===== src/sv/key_debounce_long_press_chord_assert.svh =====
// assertion macros for the key debounce block
// expects signals named clock and reset in the module that uses them
`ifndef KEY_DEBOUNCE_LONG_PRESS_CHORD_ASSERT_SVH
`define KEY_DEBOUNCE_LONG_PRESS_CHORD_ASSERT_SVH

// antecedent implies consequent in the same cycle
`define KDLP_ASSERT_IMPLY(label, ante, cons, msg) \
   label: assert property (@(posedge clock) disable iff (reset) (ante) |-> (cons)) \
      else $error(msg);

// antecedent implies consequent in the next cycle
`define KDLP_ASSERT_NEXT(label, ante, cons, msg) \
   label: assert property (@(posedge clock) disable iff (reset) (ante) |=> (cons)) \
      else $error(msg);

`endif


===== src/sv/kdlp_pkg.sv =====
// shared types and constants for the key debounce block
// no dependencies
`default_nettype none

package kdlp_pkg;

   // key count and derived widths
   localparam int KEY_COUNT  = 3;
   localparam int KEY_IDX_W  = (KEY_COUNT > 1) ? $clog2(KEY_COUNT) : 1;
   localparam int SLOT_COUNT = 2 * KEY_COUNT;
   localparam int SLOT_W     = KEY_IDX_W + 1;

   // field widths
   localparam int KEY_NUM_W  = 2;
   localparam int EVENT_W    = 2;
   localparam int SAMPLE_W   = 8;
   localparam int INTERVAL_W = 8;
   localparam int HOLD_W     = 16;
   localparam int REQ_DATA_W = 8;
   localparam int RSP_DATA_W = 8;
   localparam int RSP_PAD_W  = RSP_DATA_W - KEY_NUM_W - EVENT_W;

   // configuration port
   localparam int CSR_IDX_W  = 2;
   localparam int CSR_DATA_W = 16;

   localparam logic [HOLD_W-1:0] HOLD_MAX = '1;

   // register reset values
   localparam logic [SAMPLE_W-1:0]   PRESS_SAMPLES_RST = 8'd3;
   localparam logic [INTERVAL_W-1:0] SCAN_INTERVAL_RST = 8'd10;
   localparam logic [HOLD_W-1:0]     LONG_PRESS_RST    = 16'd1000;
   localparam logic [HOLD_W-1:0]     LONG_MARGIN_RST   = 16'd100;

   typedef enum logic [EVENT_W-1:0] {
      EV_SHORT = 2'd0,
      EV_LONG  = 2'd1,
      EV_OFF   = 2'd2
   } event_kind_type;

   typedef enum logic [CSR_IDX_W-1:0] {
      CSR_PRESS_SAMPLES = 2'd0,
      CSR_SCAN_INTERVAL = 2'd1,
      CSR_LONG_PRESS    = 2'd2,
      CSR_LONG_MARGIN   = 2'd3
   } csr_index_type;

   // tracking state of one key
   typedef struct packed {
      logic [SAMPLE_W-1:0] sample_count;
      logic                confirmed;
      logic                long_sent;
      logic [HOLD_W-1:0]   hold_time;
      logic                suppressed;
   } key_state_type;

   // events of one scan: slot 2k is long or short of key k, slot 2k+1 is its release
   typedef struct packed {
      logic [SLOT_COUNT-1:0] pending;
      logic [KEY_COUNT-1:0]  first_long;
   } scan_events_type;

endpackage

`default_nettype wire


===== src/sv/key_debounce_long_press_chord.sv =====
// key debounce with short and long press events and chord suppression, top level
// an accepted scan item waits in the input register until the event buffer is free,
// then commits into the buffer; its events leave through the output register
// throughput: one scan per cycle while the buffer is free; up to 6 events per scan
// reset: synchronous, clears key state, buffers and valids; registers get default values
// depends on kdlp_pkg, kdlp_scan and kdlp_event_queue
`default_nettype none

module key_debounce_long_press_chord (
   input  wire logic                              clock,
   input  wire logic                              reset,
   input  wire logic                              req_tvalid,
   output logic                                   req_tready,
   // [2:0] raw_pressed, [7:3] zero
   input  wire logic [kdlp_pkg::REQ_DATA_W-1:0]   req_tdata,
   output logic                                   rsp_tvalid,
   input  wire logic                              rsp_tready,
   // [1:0] key_number, [3:2] event_type, [7:4] zero
   output logic [kdlp_pkg::RSP_DATA_W-1:0]        rsp_tdata,
   output logic                                   rsp_tlast,
   input  wire logic                              csr_we,
   input  wire logic [kdlp_pkg::CSR_IDX_W-1:0]    csr_windex,
   input  wire logic [kdlp_pkg::CSR_DATA_W-1:0]   csr_wdata
);

   logic                            in_valid_ff;
   logic                            in_valid_in;
   logic [kdlp_pkg::KEY_COUNT-1:0]  raw_ff;
   logic                            req_fire;
   logic                            buf_free;
   logic                            scan_commit;
   kdlp_pkg::scan_events_type       events;

   // input register handshake
   always_comb begin
      req_tready  = !in_valid_ff || buf_free;
      req_fire    = req_tvalid && req_tready;
      scan_commit = in_valid_ff && buf_free;
      if (req_fire) begin
         in_valid_in = 1'b1;
      end else if (scan_commit) begin
         in_valid_in = 1'b0;
      end else begin
         in_valid_in = in_valid_ff;
      end
   end

   always_ff @(posedge clock) begin
      if (reset) begin
         in_valid_ff <= 1'b0;
      end else begin
         in_valid_ff <= in_valid_in;
      end
   end

   always_ff @(posedge clock) begin
      if (req_fire) begin
         raw_ff <= req_tdata[kdlp_pkg::KEY_COUNT-1:0];
      end
   end

   // scan logic and key state
   kdlp_scan u_scan (
      .clock       (clock),
      .reset       (reset),
      .csr_we      (csr_we),
      .csr_windex  (csr_windex),
      .csr_wdata   (csr_wdata),
      .scan_commit (scan_commit),
      .raw         (raw_ff),
      .events      (events)
   );

   // event buffer and output register
   kdlp_event_queue u_queue (
      .clock       (clock),
      .reset       (reset),
      .scan_commit (scan_commit),
      .events      (events),
      .buf_free    (buf_free),
      .rsp_tvalid  (rsp_tvalid),
      .rsp_tready  (rsp_tready),
      .rsp_tdata   (rsp_tdata),
      .rsp_tlast   (rsp_tlast)
   );

endmodule

`default_nettype wire


===== src/sv/kdlp_scan.sv =====
// per-key debounce, hold timing, chord suppression and event flags for one scan
// depends on kdlp_pkg
`default_nettype none

module kdlp_scan (
   input  wire logic                              clock,
   input  wire logic                              reset,
   input  wire logic                              csr_we,
   input  wire logic [kdlp_pkg::CSR_IDX_W-1:0]    csr_windex,
   input  wire logic [kdlp_pkg::CSR_DATA_W-1:0]   csr_wdata,
   input  wire logic                              scan_commit,
   input  wire logic [kdlp_pkg::KEY_COUNT-1:0]    raw,
   output kdlp_pkg::scan_events_type              events
);

   // configuration registers
   logic [kdlp_pkg::SAMPLE_W-1:0]   press_samples_ff;
   logic [kdlp_pkg::INTERVAL_W-1:0] scan_interval_ff;
   logic [kdlp_pkg::HOLD_W-1:0]     long_press_ff;
   logic [kdlp_pkg::HOLD_W-1:0]     long_margin_ff;

   // key state
   kdlp_pkg::key_state_type key_ff [kdlp_pkg::KEY_COUNT];
   kdlp_pkg::key_state_type key_in [kdlp_pkg::KEY_COUNT];
   kdlp_pkg::key_state_type phase1 [kdlp_pkg::KEY_COUNT];
   kdlp_pkg::key_state_type phase2 [kdlp_pkg::KEY_COUNT];

   logic [kdlp_pkg::HOLD_W:0]       hold_sum   [kdlp_pkg::KEY_COUNT];
   logic [kdlp_pkg::SAMPLE_W-1:0]   count_up   [kdlp_pkg::KEY_COUNT];
   logic [kdlp_pkg::HOLD_W:0]       margin_sum [kdlp_pkg::KEY_COUNT];
   logic [kdlp_pkg::KEY_COUNT-1:0]  down;
   logic                            chord_hit;

   // config writes
   always_ff @(posedge clock) begin
      if (reset) begin
         press_samples_ff <= kdlp_pkg::PRESS_SAMPLES_RST;
         scan_interval_ff <= kdlp_pkg::SCAN_INTERVAL_RST;
         long_press_ff    <= kdlp_pkg::LONG_PRESS_RST;
         long_margin_ff   <= kdlp_pkg::LONG_MARGIN_RST;
      end else if (csr_we) begin
         case (kdlp_pkg::csr_index_type'(csr_windex))
            kdlp_pkg::CSR_PRESS_SAMPLES: begin
               press_samples_ff <= csr_wdata[kdlp_pkg::SAMPLE_W-1:0];
            end
            kdlp_pkg::CSR_SCAN_INTERVAL: begin
               scan_interval_ff <= csr_wdata[kdlp_pkg::INTERVAL_W-1:0];
            end
            kdlp_pkg::CSR_LONG_PRESS: begin
               long_press_ff <= csr_wdata[kdlp_pkg::HOLD_W-1:0];
            end
            kdlp_pkg::CSR_LONG_MARGIN: begin
               long_margin_ff <= csr_wdata[kdlp_pkg::HOLD_W-1:0];
            end
            default: begin
            end
         endcase
      end
   end

   // debounce and hold time update
   always_comb begin
      for (int k = 0; k < kdlp_pkg::KEY_COUNT; k++) begin
         hold_sum[k] = {1'b0, key_ff[k].hold_time}
                     + (kdlp_pkg::HOLD_W + 1)'(scan_interval_ff);
         count_up[k] = (key_ff[k].sample_count < press_samples_ff)
                     ? key_ff[k].sample_count + kdlp_pkg::SAMPLE_W'(1)
                     : key_ff[k].sample_count;
         phase1[k] = key_ff[k];
         if (!raw[k]) begin
            phase1[k].suppressed = 1'b0;
            if (!key_ff[k].confirmed) begin
               phase1[k].sample_count = '0;
            end
         end else if (key_ff[k].confirmed) begin
            phase1[k].hold_time = hold_sum[k][kdlp_pkg::HOLD_W]
                                ? kdlp_pkg::HOLD_MAX
                                : hold_sum[k][kdlp_pkg::HOLD_W-1:0];
         end else if (!key_ff[k].suppressed) begin
            phase1[k].sample_count = count_up[k];
            if (count_up[k] >= press_samples_ff) begin
               phase1[k].confirmed = 1'b1;
               phase1[k].long_sent = 1'b0;
               phase1[k].hold_time = '0;
            end
         end
      end
   end

   // chord detection, key 0 has priority
   always_comb begin
      down[0] = raw[0] && phase1[0].confirmed;
      for (int k = 1; k < kdlp_pkg::KEY_COUNT; k++) begin
         down[k] = raw[k] && (phase1[k].confirmed || phase1[k].suppressed);
      end
      chord_hit = down[0] || ($countones(down[kdlp_pkg::KEY_COUNT-1:1]) >= 2);
      for (int k = 0; k < kdlp_pkg::KEY_COUNT; k++) begin
         phase2[k] = phase1[k];
         if (k > 0 && chord_hit && down[k]) begin
            phase2[k].suppressed   = 1'b1;
            phase2[k].sample_count = '0;
            phase2[k].confirmed    = 1'b0;
            phase2[k].long_sent    = 1'b0;
            phase2[k].hold_time    = '0;
         end
      end
   end

   // long while held, and release events
   always_comb begin
      events.pending    = '0;
      events.first_long = '0;
      for (int k = 0; k < kdlp_pkg::KEY_COUNT; k++) begin
         key_in[k]     = phase2[k];
         margin_sum[k] = {1'b0, phase2[k].hold_time} + {1'b0, long_margin_ff};
         if (!phase2[k].suppressed && phase2[k].confirmed) begin
            if (raw[k]) begin
               if (!phase2[k].long_sent && phase2[k].hold_time >= long_press_ff) begin
                  key_in[k].long_sent  = 1'b1;
                  events.pending[2*k]  = 1'b1;
                  events.first_long[k] = 1'b1;
               end
            end else begin
               key_in[k].sample_count = '0;
               key_in[k].confirmed    = 1'b0;
               key_in[k].long_sent    = 1'b0;
               key_in[k].hold_time    = '0;
               if (!phase2[k].long_sent) begin
                  if (phase2[k].hold_time >= long_press_ff) begin
                     events.pending[2*k]  = 1'b1;
                     events.first_long[k] = 1'b1;
                  end else if (margin_sum[k] < {1'b0, long_press_ff}) begin
                     events.pending[2*k]  = 1'b1;
                  end
               end
               events.pending[2*k+1] = 1'b1;
            end
         end
      end
   end

   // key state registers, updated once per committed scan
   always_ff @(posedge clock) begin
      if (reset) begin
         for (int k = 0; k < kdlp_pkg::KEY_COUNT; k++) begin
            key_ff[k] <= '0;
         end
      end else if (scan_commit) begin
         for (int k = 0; k < kdlp_pkg::KEY_COUNT; k++) begin
            key_ff[k] <= key_in[k];
         end
      end
   end

endmodule

`default_nettype wire


===== src/sv/kdlp_event_queue.sv =====
// holds one scan's events, gives one item per cycle unless stalled
// depends on kdlp_pkg and key_debounce_long_press_chord_assert.svh
`default_nettype none
`include "key_debounce_long_press_chord_assert.svh"

module kdlp_event_queue (
   input  wire logic                              clock,
   input  wire logic                              reset,
   input  wire logic                              scan_commit,
   input  wire kdlp_pkg::scan_events_type         events,
   output logic                                   buf_free,
   output logic                                   rsp_tvalid,
   input  wire logic                              rsp_tready,
   // [1:0] key_number, [3:2] event_type, [7:4] zero
   output logic [kdlp_pkg::RSP_DATA_W-1:0]        rsp_tdata,
   output logic                                   rsp_tlast
);

   logic [kdlp_pkg::SLOT_COUNT-1:0] pending_ff;
   logic [kdlp_pkg::SLOT_COUNT-1:0] pending_in;
   logic [kdlp_pkg::KEY_COUNT-1:0]  first_long_ff;

   logic                            rsp_valid_ff;
   logic                            rsp_valid_in;
   logic [kdlp_pkg::KEY_NUM_W-1:0]  rsp_key_ff;
   kdlp_pkg::event_kind_type        rsp_kind_ff;
   logic                            rsp_last_ff;

   logic [kdlp_pkg::SLOT_COUNT-1:0] pick_onehot;
   logic [kdlp_pkg::SLOT_COUNT-1:0] rest;
   logic [kdlp_pkg::SLOT_W-1:0]     pick_idx;
   logic [kdlp_pkg::KEY_IDX_W-1:0]  pick_key;
   kdlp_pkg::event_kind_type        pick_kind;
   logic                            out_free;
   logic                            pop;
   logic                            pop_last;

   // lowest pending slot goes next
   always_comb begin
      pick_onehot = pending_ff & (~pending_ff + kdlp_pkg::SLOT_COUNT'(1));
      rest        = pending_ff & ~pick_onehot;
      pick_idx    = '0;
      for (int s = kdlp_pkg::SLOT_COUNT - 1; s >= 0; s--) begin
         if (pending_ff[s]) begin
            pick_idx = kdlp_pkg::SLOT_W'(s);
         end
      end
      pick_key = pick_idx[kdlp_pkg::SLOT_W-1:1];
      if (pick_idx[0]) begin
         pick_kind = kdlp_pkg::EV_OFF;
      end else if (first_long_ff[pick_key]) begin
         pick_kind = kdlp_pkg::EV_LONG;
      end else begin
         pick_kind = kdlp_pkg::EV_SHORT;
      end
   end

   // handshake between buffer and output register
   always_comb begin
      out_free     = !rsp_valid_ff || rsp_tready;
      pop          = out_free && (pending_ff != '0);
      pop_last     = pop && (rest == '0);
      buf_free     = (pending_ff == '0) || pop_last;
      rsp_valid_in = out_free ? pop : rsp_valid_ff;
      if (scan_commit) begin
         pending_in = events.pending;
      end else if (pop) begin
         pending_in = rest;
      end else begin
         pending_in = pending_ff;
      end
   end

   // control registers
   always_ff @(posedge clock) begin
      if (reset) begin
         pending_ff   <= '0;
         rsp_valid_ff <= 1'b0;
      end else begin
         pending_ff   <= pending_in;
         rsp_valid_ff <= rsp_valid_in;
      end
   end

   // payload registers
   always_ff @(posedge clock) begin
      if (scan_commit) begin
         first_long_ff <= events.first_long;
      end
      if (pop) begin
         rsp_key_ff  <= kdlp_pkg::KEY_NUM_W'(pick_key);
         rsp_kind_ff <= pick_kind;
         rsp_last_ff <= (rest == '0);
      end
   end

   assign rsp_tvalid = rsp_valid_ff;
   assign rsp_tdata  = {kdlp_pkg::RSP_PAD_W'(0), rsp_kind_ff, rsp_key_ff};
   assign rsp_tlast  = rsp_last_ff;

   // a shown item that is not last has followers still buffered
   `KDLP_ASSERT_IMPLY(a_more_pending, rsp_valid_ff && !rsp_last_ff, pending_ff != '0, "non-last item with empty buffer")
   // a new scan only enters a buffer that is empty or drains this cycle
   `KDLP_ASSERT_IMPLY(a_commit_free, scan_commit, buf_free, "scan committed into busy buffer")
   // without a new scan no slot appears
   `KDLP_ASSERT_NEXT(a_no_new_slot, !scan_commit, (pending_ff & ~$past(pending_ff)) == '0, "slot appeared without scan")
   // at most one slot leaves per cycle
   `KDLP_ASSERT_NEXT(a_single_pop, !scan_commit, $countones($past(pending_ff)) <= $countones(pending_ff) + 1, "more than one slot popped")

endmodule

`default_nettype wire


===== config.mk =====
export PLATFORM = sky130hd
export DESIGN_NAME = key_debounce_long_press_chord
export DESIGN_NICKNAME = d
export VERILOG_FILES = /design/src/sv/kdlp_pkg.sv /design/src/sv/key_debounce_long_press_chord.sv /design/src/sv/kdlp_scan.sv /design/src/sv/kdlp_event_queue.sv
export VERILOG_INCLUDE_DIRS = /design/src /design/src/sv
export SDC_FILE = /design/constraint.sdc
export NUM_CORES = 1
export LEC_CHECK = 0
export ABC_CLOCK_PERIOD_IN_PS = 12200
export BUFFER_PORTS_ARGS = -buffer_cell sky130_fd_sc_hd__buf_2
export CAP_MARGIN = 0
export CORE_MARGIN = 3
export CORE_UTILIZATION = 39
export CTS_BUF_LIST = sky130_fd_sc_hd__clkbuf_4 sky130_fd_sc_hd__clkbuf_8
export DETAILED_ROUTE_END_ITERATION = 7
export GPL_TIMING_DRIVEN = 0
export PLACE_DENSITY = 0.51
export RECOVER_POWER = 100
export SLEW_MARGIN = 20
export SYNTH_ARGS = -nofsm -noshare
export SYNTH_HDL_FRONTEND = slang
export SYNTH_HIERARCHICAL = 1
export SYNTH_SLANG_ARGS = --single-unit

===== constraint.sdc =====
create_clock -name clock -period 12.2 [get_ports clock]
set_input_delay 1.22 -clock clock [delete_from_list [all_inputs] [get_ports clock]]
set_output_delay 1.22 -clock clock [all_outputs]
set_load 0.005 [all_outputs]

==> summary.md, run 1 <==
| Metric | Value |
|---|---|
| Residual DRC count | 0 |
| Slowest library cell on the worst path | a22oi_1 |
| Slew headroom | -100% |
| Final min period | just under 10 ns |
| Pwr Density | 98.9 nW/µm² |
| Most frequent CP cell | a21o_1 |
| Die Area | 38700 µm² |
| Placer Congestion | roughly 0.94 |
| Post-synth cell types | 86 |
| Synth Area per Inst | 8.44 µm² |
| RSZ-0062 raised after global routing | false |
| GRT Util Overall | between 20% and 30% |
| Inst Count DP | 2180 |
| Max clock buf depth | 2 |
| DRT iter0 DRCs | 775 |
| Via Count | around 13000 |
| N_diodes | 0 |
| Main combinational cell family by area after synthesis | compound AO/OA/AOI/OAI gates |
| Clk root buf | clkbuf_8 |
| Gate Count Post-Synth | 1683 |
| Final HPWL DP | between 30000 and 40000 µm |
| Resized Gates After CTS | 0 |
| H-Tree Depth | 4 |
| Fmax | 0.103 GHz |
| Post-synthesis mux area share | 1.50% |
| Largest net degree at the start of global routing | 50 |
| WS Path Type | flop to flop |
| Largest cells by area after synthesis | edfxtp_1 19%, ha_1 18%, dfxtp_1 7.9% |
| Sequential-to-total area share from yosys stat | between 20% and 30% |
| Core box area | 35700 µm² |
| Synth Area in Adders | 19.5% |
| Max-cap violations | 2 |
| Final hold vios | 0 |
| Layout cells sized above 1 | 4.80% |
| Setup bufs post-CTS | 0 |
| Total I/O pin count | between 40 and 50 |
| Post-Syn Area | 14200 µm² |
| # clock sinks | 148 |
| Pre-antenna DRT Iters | 5 |
| Wire length per cell | between 15 and 20 µm |
| Ys async rst share | 0% |
| Most common cell in the synthesized netlist | ha_1 |
| Setup crit end kind | flop |
| Leading area contributor after synthesis | edfxtp_1 |
| Post-synth EDFFs | 92 |
| CTS Buf Count | 17 |
| Fin. max-slew vios | 84 |
| Final WL | roughly 43000 µm |
| Critical Path RT | 12.59 ns |
| WP buf/inv | 3 |
| Die Wd | about 200 µm |
| Top cell type's share of synthesized area | around 19% |
| Top_reg_cell synth | edfxtp_1 |
| Synth Area in Compound Gates | between 20% and 30% |
| Final-stage net count | a little under 2000 |
| Setup_tns | 0 ns |
| Post-Synth XOR/XNOR Area | about 4.6% |
| Site Rows | 69 |
| Initial Util | between 30% and 40% |
| Global-route wire length before repair | 68000 µm |
| Area growth syn-to-layout | 8.22% |
| Post-synth top cells | 209 x ha_1, 163 x nor2_1, 149 x nand2_1 |
| Arr. time, crit path | between 10 and 15 ns |
| Setup Skew | ~0.014 ns |
| Slew at the pin with the worst max-slew slack | 3.00 ns |
| Cts hold-fix bufs | 0 |
| DR vias/cell | between 5 and 6 |
| Max FO, Critical Path | 10 |
| Outcome | finished with violations |
| Chip Height | a little under 200 µm |
| Hold Crit Class | flop to flop |
| Clk Latency, worst-skew pair | around 0.48 ns |
| CTS tree | built |
| IO buf count | 32 |
| Peak supply drop | 0.0661 mV |
| Failing checks | capacitance limit, slew limit |
| Synth Area in Simple Gates | 20.6% |
| P_leak | 6.70 nW |
| Final cell count without fillers | 2212 |
| Yosys warns | 6 |
| Cell family with most CP delay | compound AO/OA/AOI/OAI gates |
| Power Total | about 1.5 mW |
| ANT nets after route | 0 |
| Final setup viols | 0 |
| Remaining global-route overflow | 0 |
| Clock slew seen by the registers of the worst setup and hold paths | 0.09 ns |
| Vias in the first global route | 12100 |
| Register bit total from synthesis | approximately 150 |
| Delay of the slowest cell on the worst path | 0.64 ns |
| Startpoint types | flop |
| Period utilization | 79.3% |
| Initial antenna violation count | 0 |
==> state kept, by name, indices dropped and copies added, names as in the netlist, 2 cells and up <==
signal                   flops
u_queue/rsp_key_ff           2
u_scan/long_margin_ff       16
u_scan/press_samples_ff      8
u_queue/rsp_kind_ff          2
u_queue/pending_ff           6
u_scan/long_press_ff        16
u_scan/scan_interval_ff      8
u_scan/key_ff               81
u_queue/first_long_ff        3
raw_ff                       3
==> worst reg2reg max path: cells and delay by family, from the launching register on <==
family                     cells  cell delay [ns]
AOI/OAI and AO/OA             24             5.95
xor gates and xnor gates       2             0.33
adders and majority gates      4             1.19
buffers and inverters          3             0.78
DFF                            1             0.30
muxes                          1             0.14
and+or+nand+nor                5             0.91
==> cell usage in the layout (no fill, tap or decap), types with 34 or more instances in the layout <==
cell | synthesis | final
nor3_1 | 50 | 50
inv_1 | 89 | 89
xnor2_1 | 56 | 56
nor2_1 | 163 | 163
a21o_1 | 74 | 74
a21oi_1 | 143 | 143
nand2_1 | 149 | 149
o21ai_0 | 89 | 90
dfxtp_1 | 56 | 56
edfxtp_1 | 92 | 92
ha_1 | 209 | 209
clkbuf_1 | 43 | 53
nand3_1 | 34 | 34
==> per-layer routing <==
layer / track usage [%] / vias to the layer above / part of all wire, %
li1: - / 6314 / -
met1: 31.5 / 5985 / 48
met2: 36.6 / 247 / 46
met3: 2.91 / 43 / 3.6
met4: 6.47 / 0 / 2.3
met5: 0 / - / 0
==> path summary, 6_finish.rpt <==
kind / slack [ns] / cells after the start / startpoint / end
max reg2reg: 2.53 / 39 / u_scan/press_samples_ff[1] / u_queue/pending_ff[4]
min: 0.46 / 2 / u_scan/long_press_ff[11] / u_scan/long_press_ff[11]
max: 2.53 / 39 / u_scan/press_samples_ff[1] / u_queue/pending_ff[4]
min reg2reg: 0.46 / 2 / u_scan/long_press_ff[11] / u_scan/long_press_ff[11]
==> cells by family after synthesis <==
kind of cell / after synthesis
other: 1
AOI/OAI and AO/OA: 485
adders and majority gates: 219
xor gates and xnor gates: 74
buffers and inverters: 142
DFF: 148
muxes: 21
and+or+nand+nor: 593
==> through the flow <==
stage               hold slack [ns]  util (%)  setup slack [ns]  area (µm²)
floorplan                     0.436         -              4.65       14200
global placement              0.442      41.8              2.62       15000
detailed placement            0.447      41.9              2.62       15000
CTS                           0.459      43.2              2.55       15500
global route                  0.477      43.0              1.82       15400
finish                        0.458      43.0              2.53       15400
==> power by group <==
group	internal [mW]	switching (mW)	leakage, nW
Clock	0.261	0.206	0.242
Combinational	0.183	0.282	5.03
Sequential	0.560	0.0285	1.43
Total	1.00	0.517	6.70
==> final cells by class <==
cell class              count  area (µm²)
plain buffers              53         218
clock buffers              21         277
clock inverters            11         198
fillers                  3637       20400
inverters                  89         334
multi-input cells        1396        9730
flip-flops and latches    148        3880
well taps                 461         577
repair buffers             33         155
Note: power is estimated with default switching activity, not from simulation.
==> run 2, diff against run 1 <==
Settings changed: ABC_CLOCK_PERIOD_IN_PS 12200 to 8800, PLACE_DENSITY 0.51 to 0.53.
Clock period 12.2 ns to 8.8 ns, I/O delays scaled along.
==> run 2 against run 1 <==
Against the previous run:
- the flow still finishes with violations (capacitance limit, slew limit)
- fmax rose by 17%
- final cell count rose by 0.23%
- critical path depth rose by 1
- combinational power rose by 43%
- first-iteration DRC count rose by 9.5%
- non-clock buffer count rose by 5
- clock skew rose by 0.0048 ns
- register-to-register slack got worse by 2.0 ns
- sequential share of layout area fell by 0.29 points
- die area did not move
- utilization rose by 0.50 points
==> summary.md, run 2 (synthesized netlist as in run 1, its figures left out) <==
| Metric | Value |
|---|---|
| Outcome | finished with violations |
| Failing checks | capacitance limit, slew limit |
| Most frequent CP cell | a21o_1 |
| Clk Latency, worst-skew pair | 0.49 ns (about the same) |
| Pre-antenna DRT Iters | 5 (unchanged) |
| Period utilization | 94.3% (+15 points) |
| Chip Height | 197 µm (unchanged) |
| Final min period | 8.30 ns (-1.37 ns) |
| WS Path Type | flop to flop |
| Slew headroom | -90.4% (+9.8 points) |
| Setup Skew | 0.0184 ns (+0.00478 ns) |
| Critical Path RT | 9.20 ns (-3.39 ns) |
| CTS tree | built |
| Hold Crit Class | flop to flop |
| Slowest library cell on the worst path | or4b_1 |
| Pwr Density | 130 nW/µm² (+31%) |
| Max clock buf depth | 2 (unchanged) |
| Final cell count without fillers | 2217 (+0.23%) |
| Final WL | 42600 µm (-1.9%) |
| Max FO, Critical Path | 10 (unchanged) |
| Initial antenna violation count | 0 (unchanged) |
| Via Count | 12700 (+0.60%) |
| Power Total | 2.02 mW (+33%) |
| Slew at the pin with the worst max-slew slack | 2.86 ns (-0.147 ns) |
| Fmax | 0.120 GHz (+17%) |
| ANT nets after route | 0 (unchanged) |
| Area growth syn-to-layout | 9.48% |
| N_diodes | 0 (unchanged) |
| DR vias/cell | 5.71 (+0.37%) |
| Global-route wire length before repair | 66600 µm (-1.9%) |
| H-Tree Depth | 4 (unchanged) |
| Most frequent cells in the layout | 209 x ha_1, 161 x nor2_1, 149 x nand2_1 |
| Site Rows | 69 (unchanged) |
| WP buf/inv | 6 (+3) |
| Setup WS pre-CTS | -0.822 ns (-3.44 ns) |
| Delay of the slowest cell on the worst path | 0.52 ns (-0.12 ns) |
| Die Wd | 197 µm (unchanged) |
| Peak supply drop | 0.109 mV (+65%) |
| Wire length per cell | 19.2 µm (-2.1%) |
| Final Instance Area | 15500 µm² (+1.2%) |
| Die Area | 38700 µm² (unchanged) |
| CTS Buf Count | 17 (unchanged) |
| Final-stage net count | 1989 (+0.25%) |
| Setup crit end kind | flop |
| Final setup margin | 0.497 ns (-2.03 ns) |
| Cts hold-fix bufs | 0 (unchanged) |
| IO buf count | 32 (unchanged) |
| Remaining global-route overflow | 0 (unchanged) |
| Largest net degree at the start of global routing | 49 (-2.0%) |
| Max FFs per register | 81 (unchanged) |
| Final HPWL DP | 33400 µm (-2.3%) |
| # clock sinks | 148 (unchanged) |
| Final hold vios | 0 (unchanged) |
| Most common cell after layout, fill and taps aside | ha_1 |
| Vias in the first global route | 11900 (-1.4%) |
| Most flops, register | u_scan/key_ff |
| Fin. max-slew vios | 84 (unchanged) |
| Cell family with most CP delay | compound AO/OA/AOI/OAI gates |
| Core box area | 35700 µm² (unchanged) |
| Startpoint types | flop |
| Max-cap violations | 2 (unchanged) |
| Placer Congestion | 0.891 (-5.0%) |
| Initial Util | 39.7% (unchanged) |
| Layout cells sized above 1 | 7.46% (+2.7 points) |
| Residual DRC count | 0 (unchanged) |
| Final setup viols | 0 (unchanged) |
| Arr. time, crit path | 8.70 ns (-1.36 ns) |
| Clock slew seen by the registers of the worst setup and hold paths | 0.10 ns (about the same) |
| P_leak | 6.75 nW (+0.75%) |
| DRT iter0 DRCs | 849 (+9.5%) |
| Regs by FF count | u_scan/key_ff x81, u_scan/long_margin_ff x16, u_scan/long_press_ff x16 |
| Inst Count DP | 2180 (unchanged) |
| Clk root buf | clkbuf_8 |
| GRT Util Overall | 21.9% (-0.61 points) |
| Total I/O pin count | 42 (unchanged) |
| Dpl cell area | 15000 µm² (unchanged) |
## run 2: final cells by class
type	count	area, µm²
multi-input cells	1396	9950
flip-flops and latches	148	3880
repair buffers	41	213
inverters	89	337
clock inverters	13	119
well taps	461	577
plain buffers	50	223
clock buffers	19	249
fillers	3641	20200
## run 2: report_power, final
group	switching [mW]	total, mW	internal [mW]
logic	0.398	0.664	0.266
clock network	0.303	0.537	0.234
registers	0.0386	0.815	0.776
total	0.740	2.02	1.28
## run 2: repair_timing
action | in CTS | in global routing
buffers inserted | 4 | 4
endpoints found under the setup margin | 3 | 3
pin swaps | 4 | 11
gates resized for setup | 15 | 55
## run 2: final timing paths
kind | startpoint | cells past startpoint | end | slack, ns
worst min register to register | u_scan/long_press_ff[11] | 2 | u_scan/long_press_ff[11] | 0.46
worst max register to register | u_scan/press_samples_ff[1] | 40 | u_queue/pending_ff[2] | 0.50
worst min-delay path | u_scan/long_press_ff[11] | 2 | u_scan/long_press_ff[11] | 0.46
worst max-delay path | u_scan/press_samples_ff[1] | 40 | u_queue/pending_ff[2] | 0.50
## run 2: per-layer routing
metal  GRT usage [%]  wire length, µm  part of all wire, %
met1            30.7            20500                   48
met2            36.0            19600                   46
met3            3.06             1710                  4.0
met4            5.20              759                  1.8
met5               0                0                    0
## run 2: worst register-to-register path, delay by kind of cell (launching register included)
kind | cells | cell delay [ns]
buf+inv | 6 | 0.67
fa+ha+maj | 5 | 1.32
xor+xnor | 1 | 0.14
flops | 1 | 0.36
mux | 1 | 0.09
compound gates | 19 | 3.79
simple gates | 8 | 1.84
## run 2: through the flow
step | utilization, % | hold slack (ns) | setup TNS, ns
finish | 43.5 | 0.460 | 0
global placement | 41.8 | 0.441 | -1.21
detailed placement | 41.9 | 0.447 | -1.31
CTS | 43.1 | 0.461 | 0
floorplan | - | 0.436 | 0
global route | 43.5 | 0.470 | -0.00486
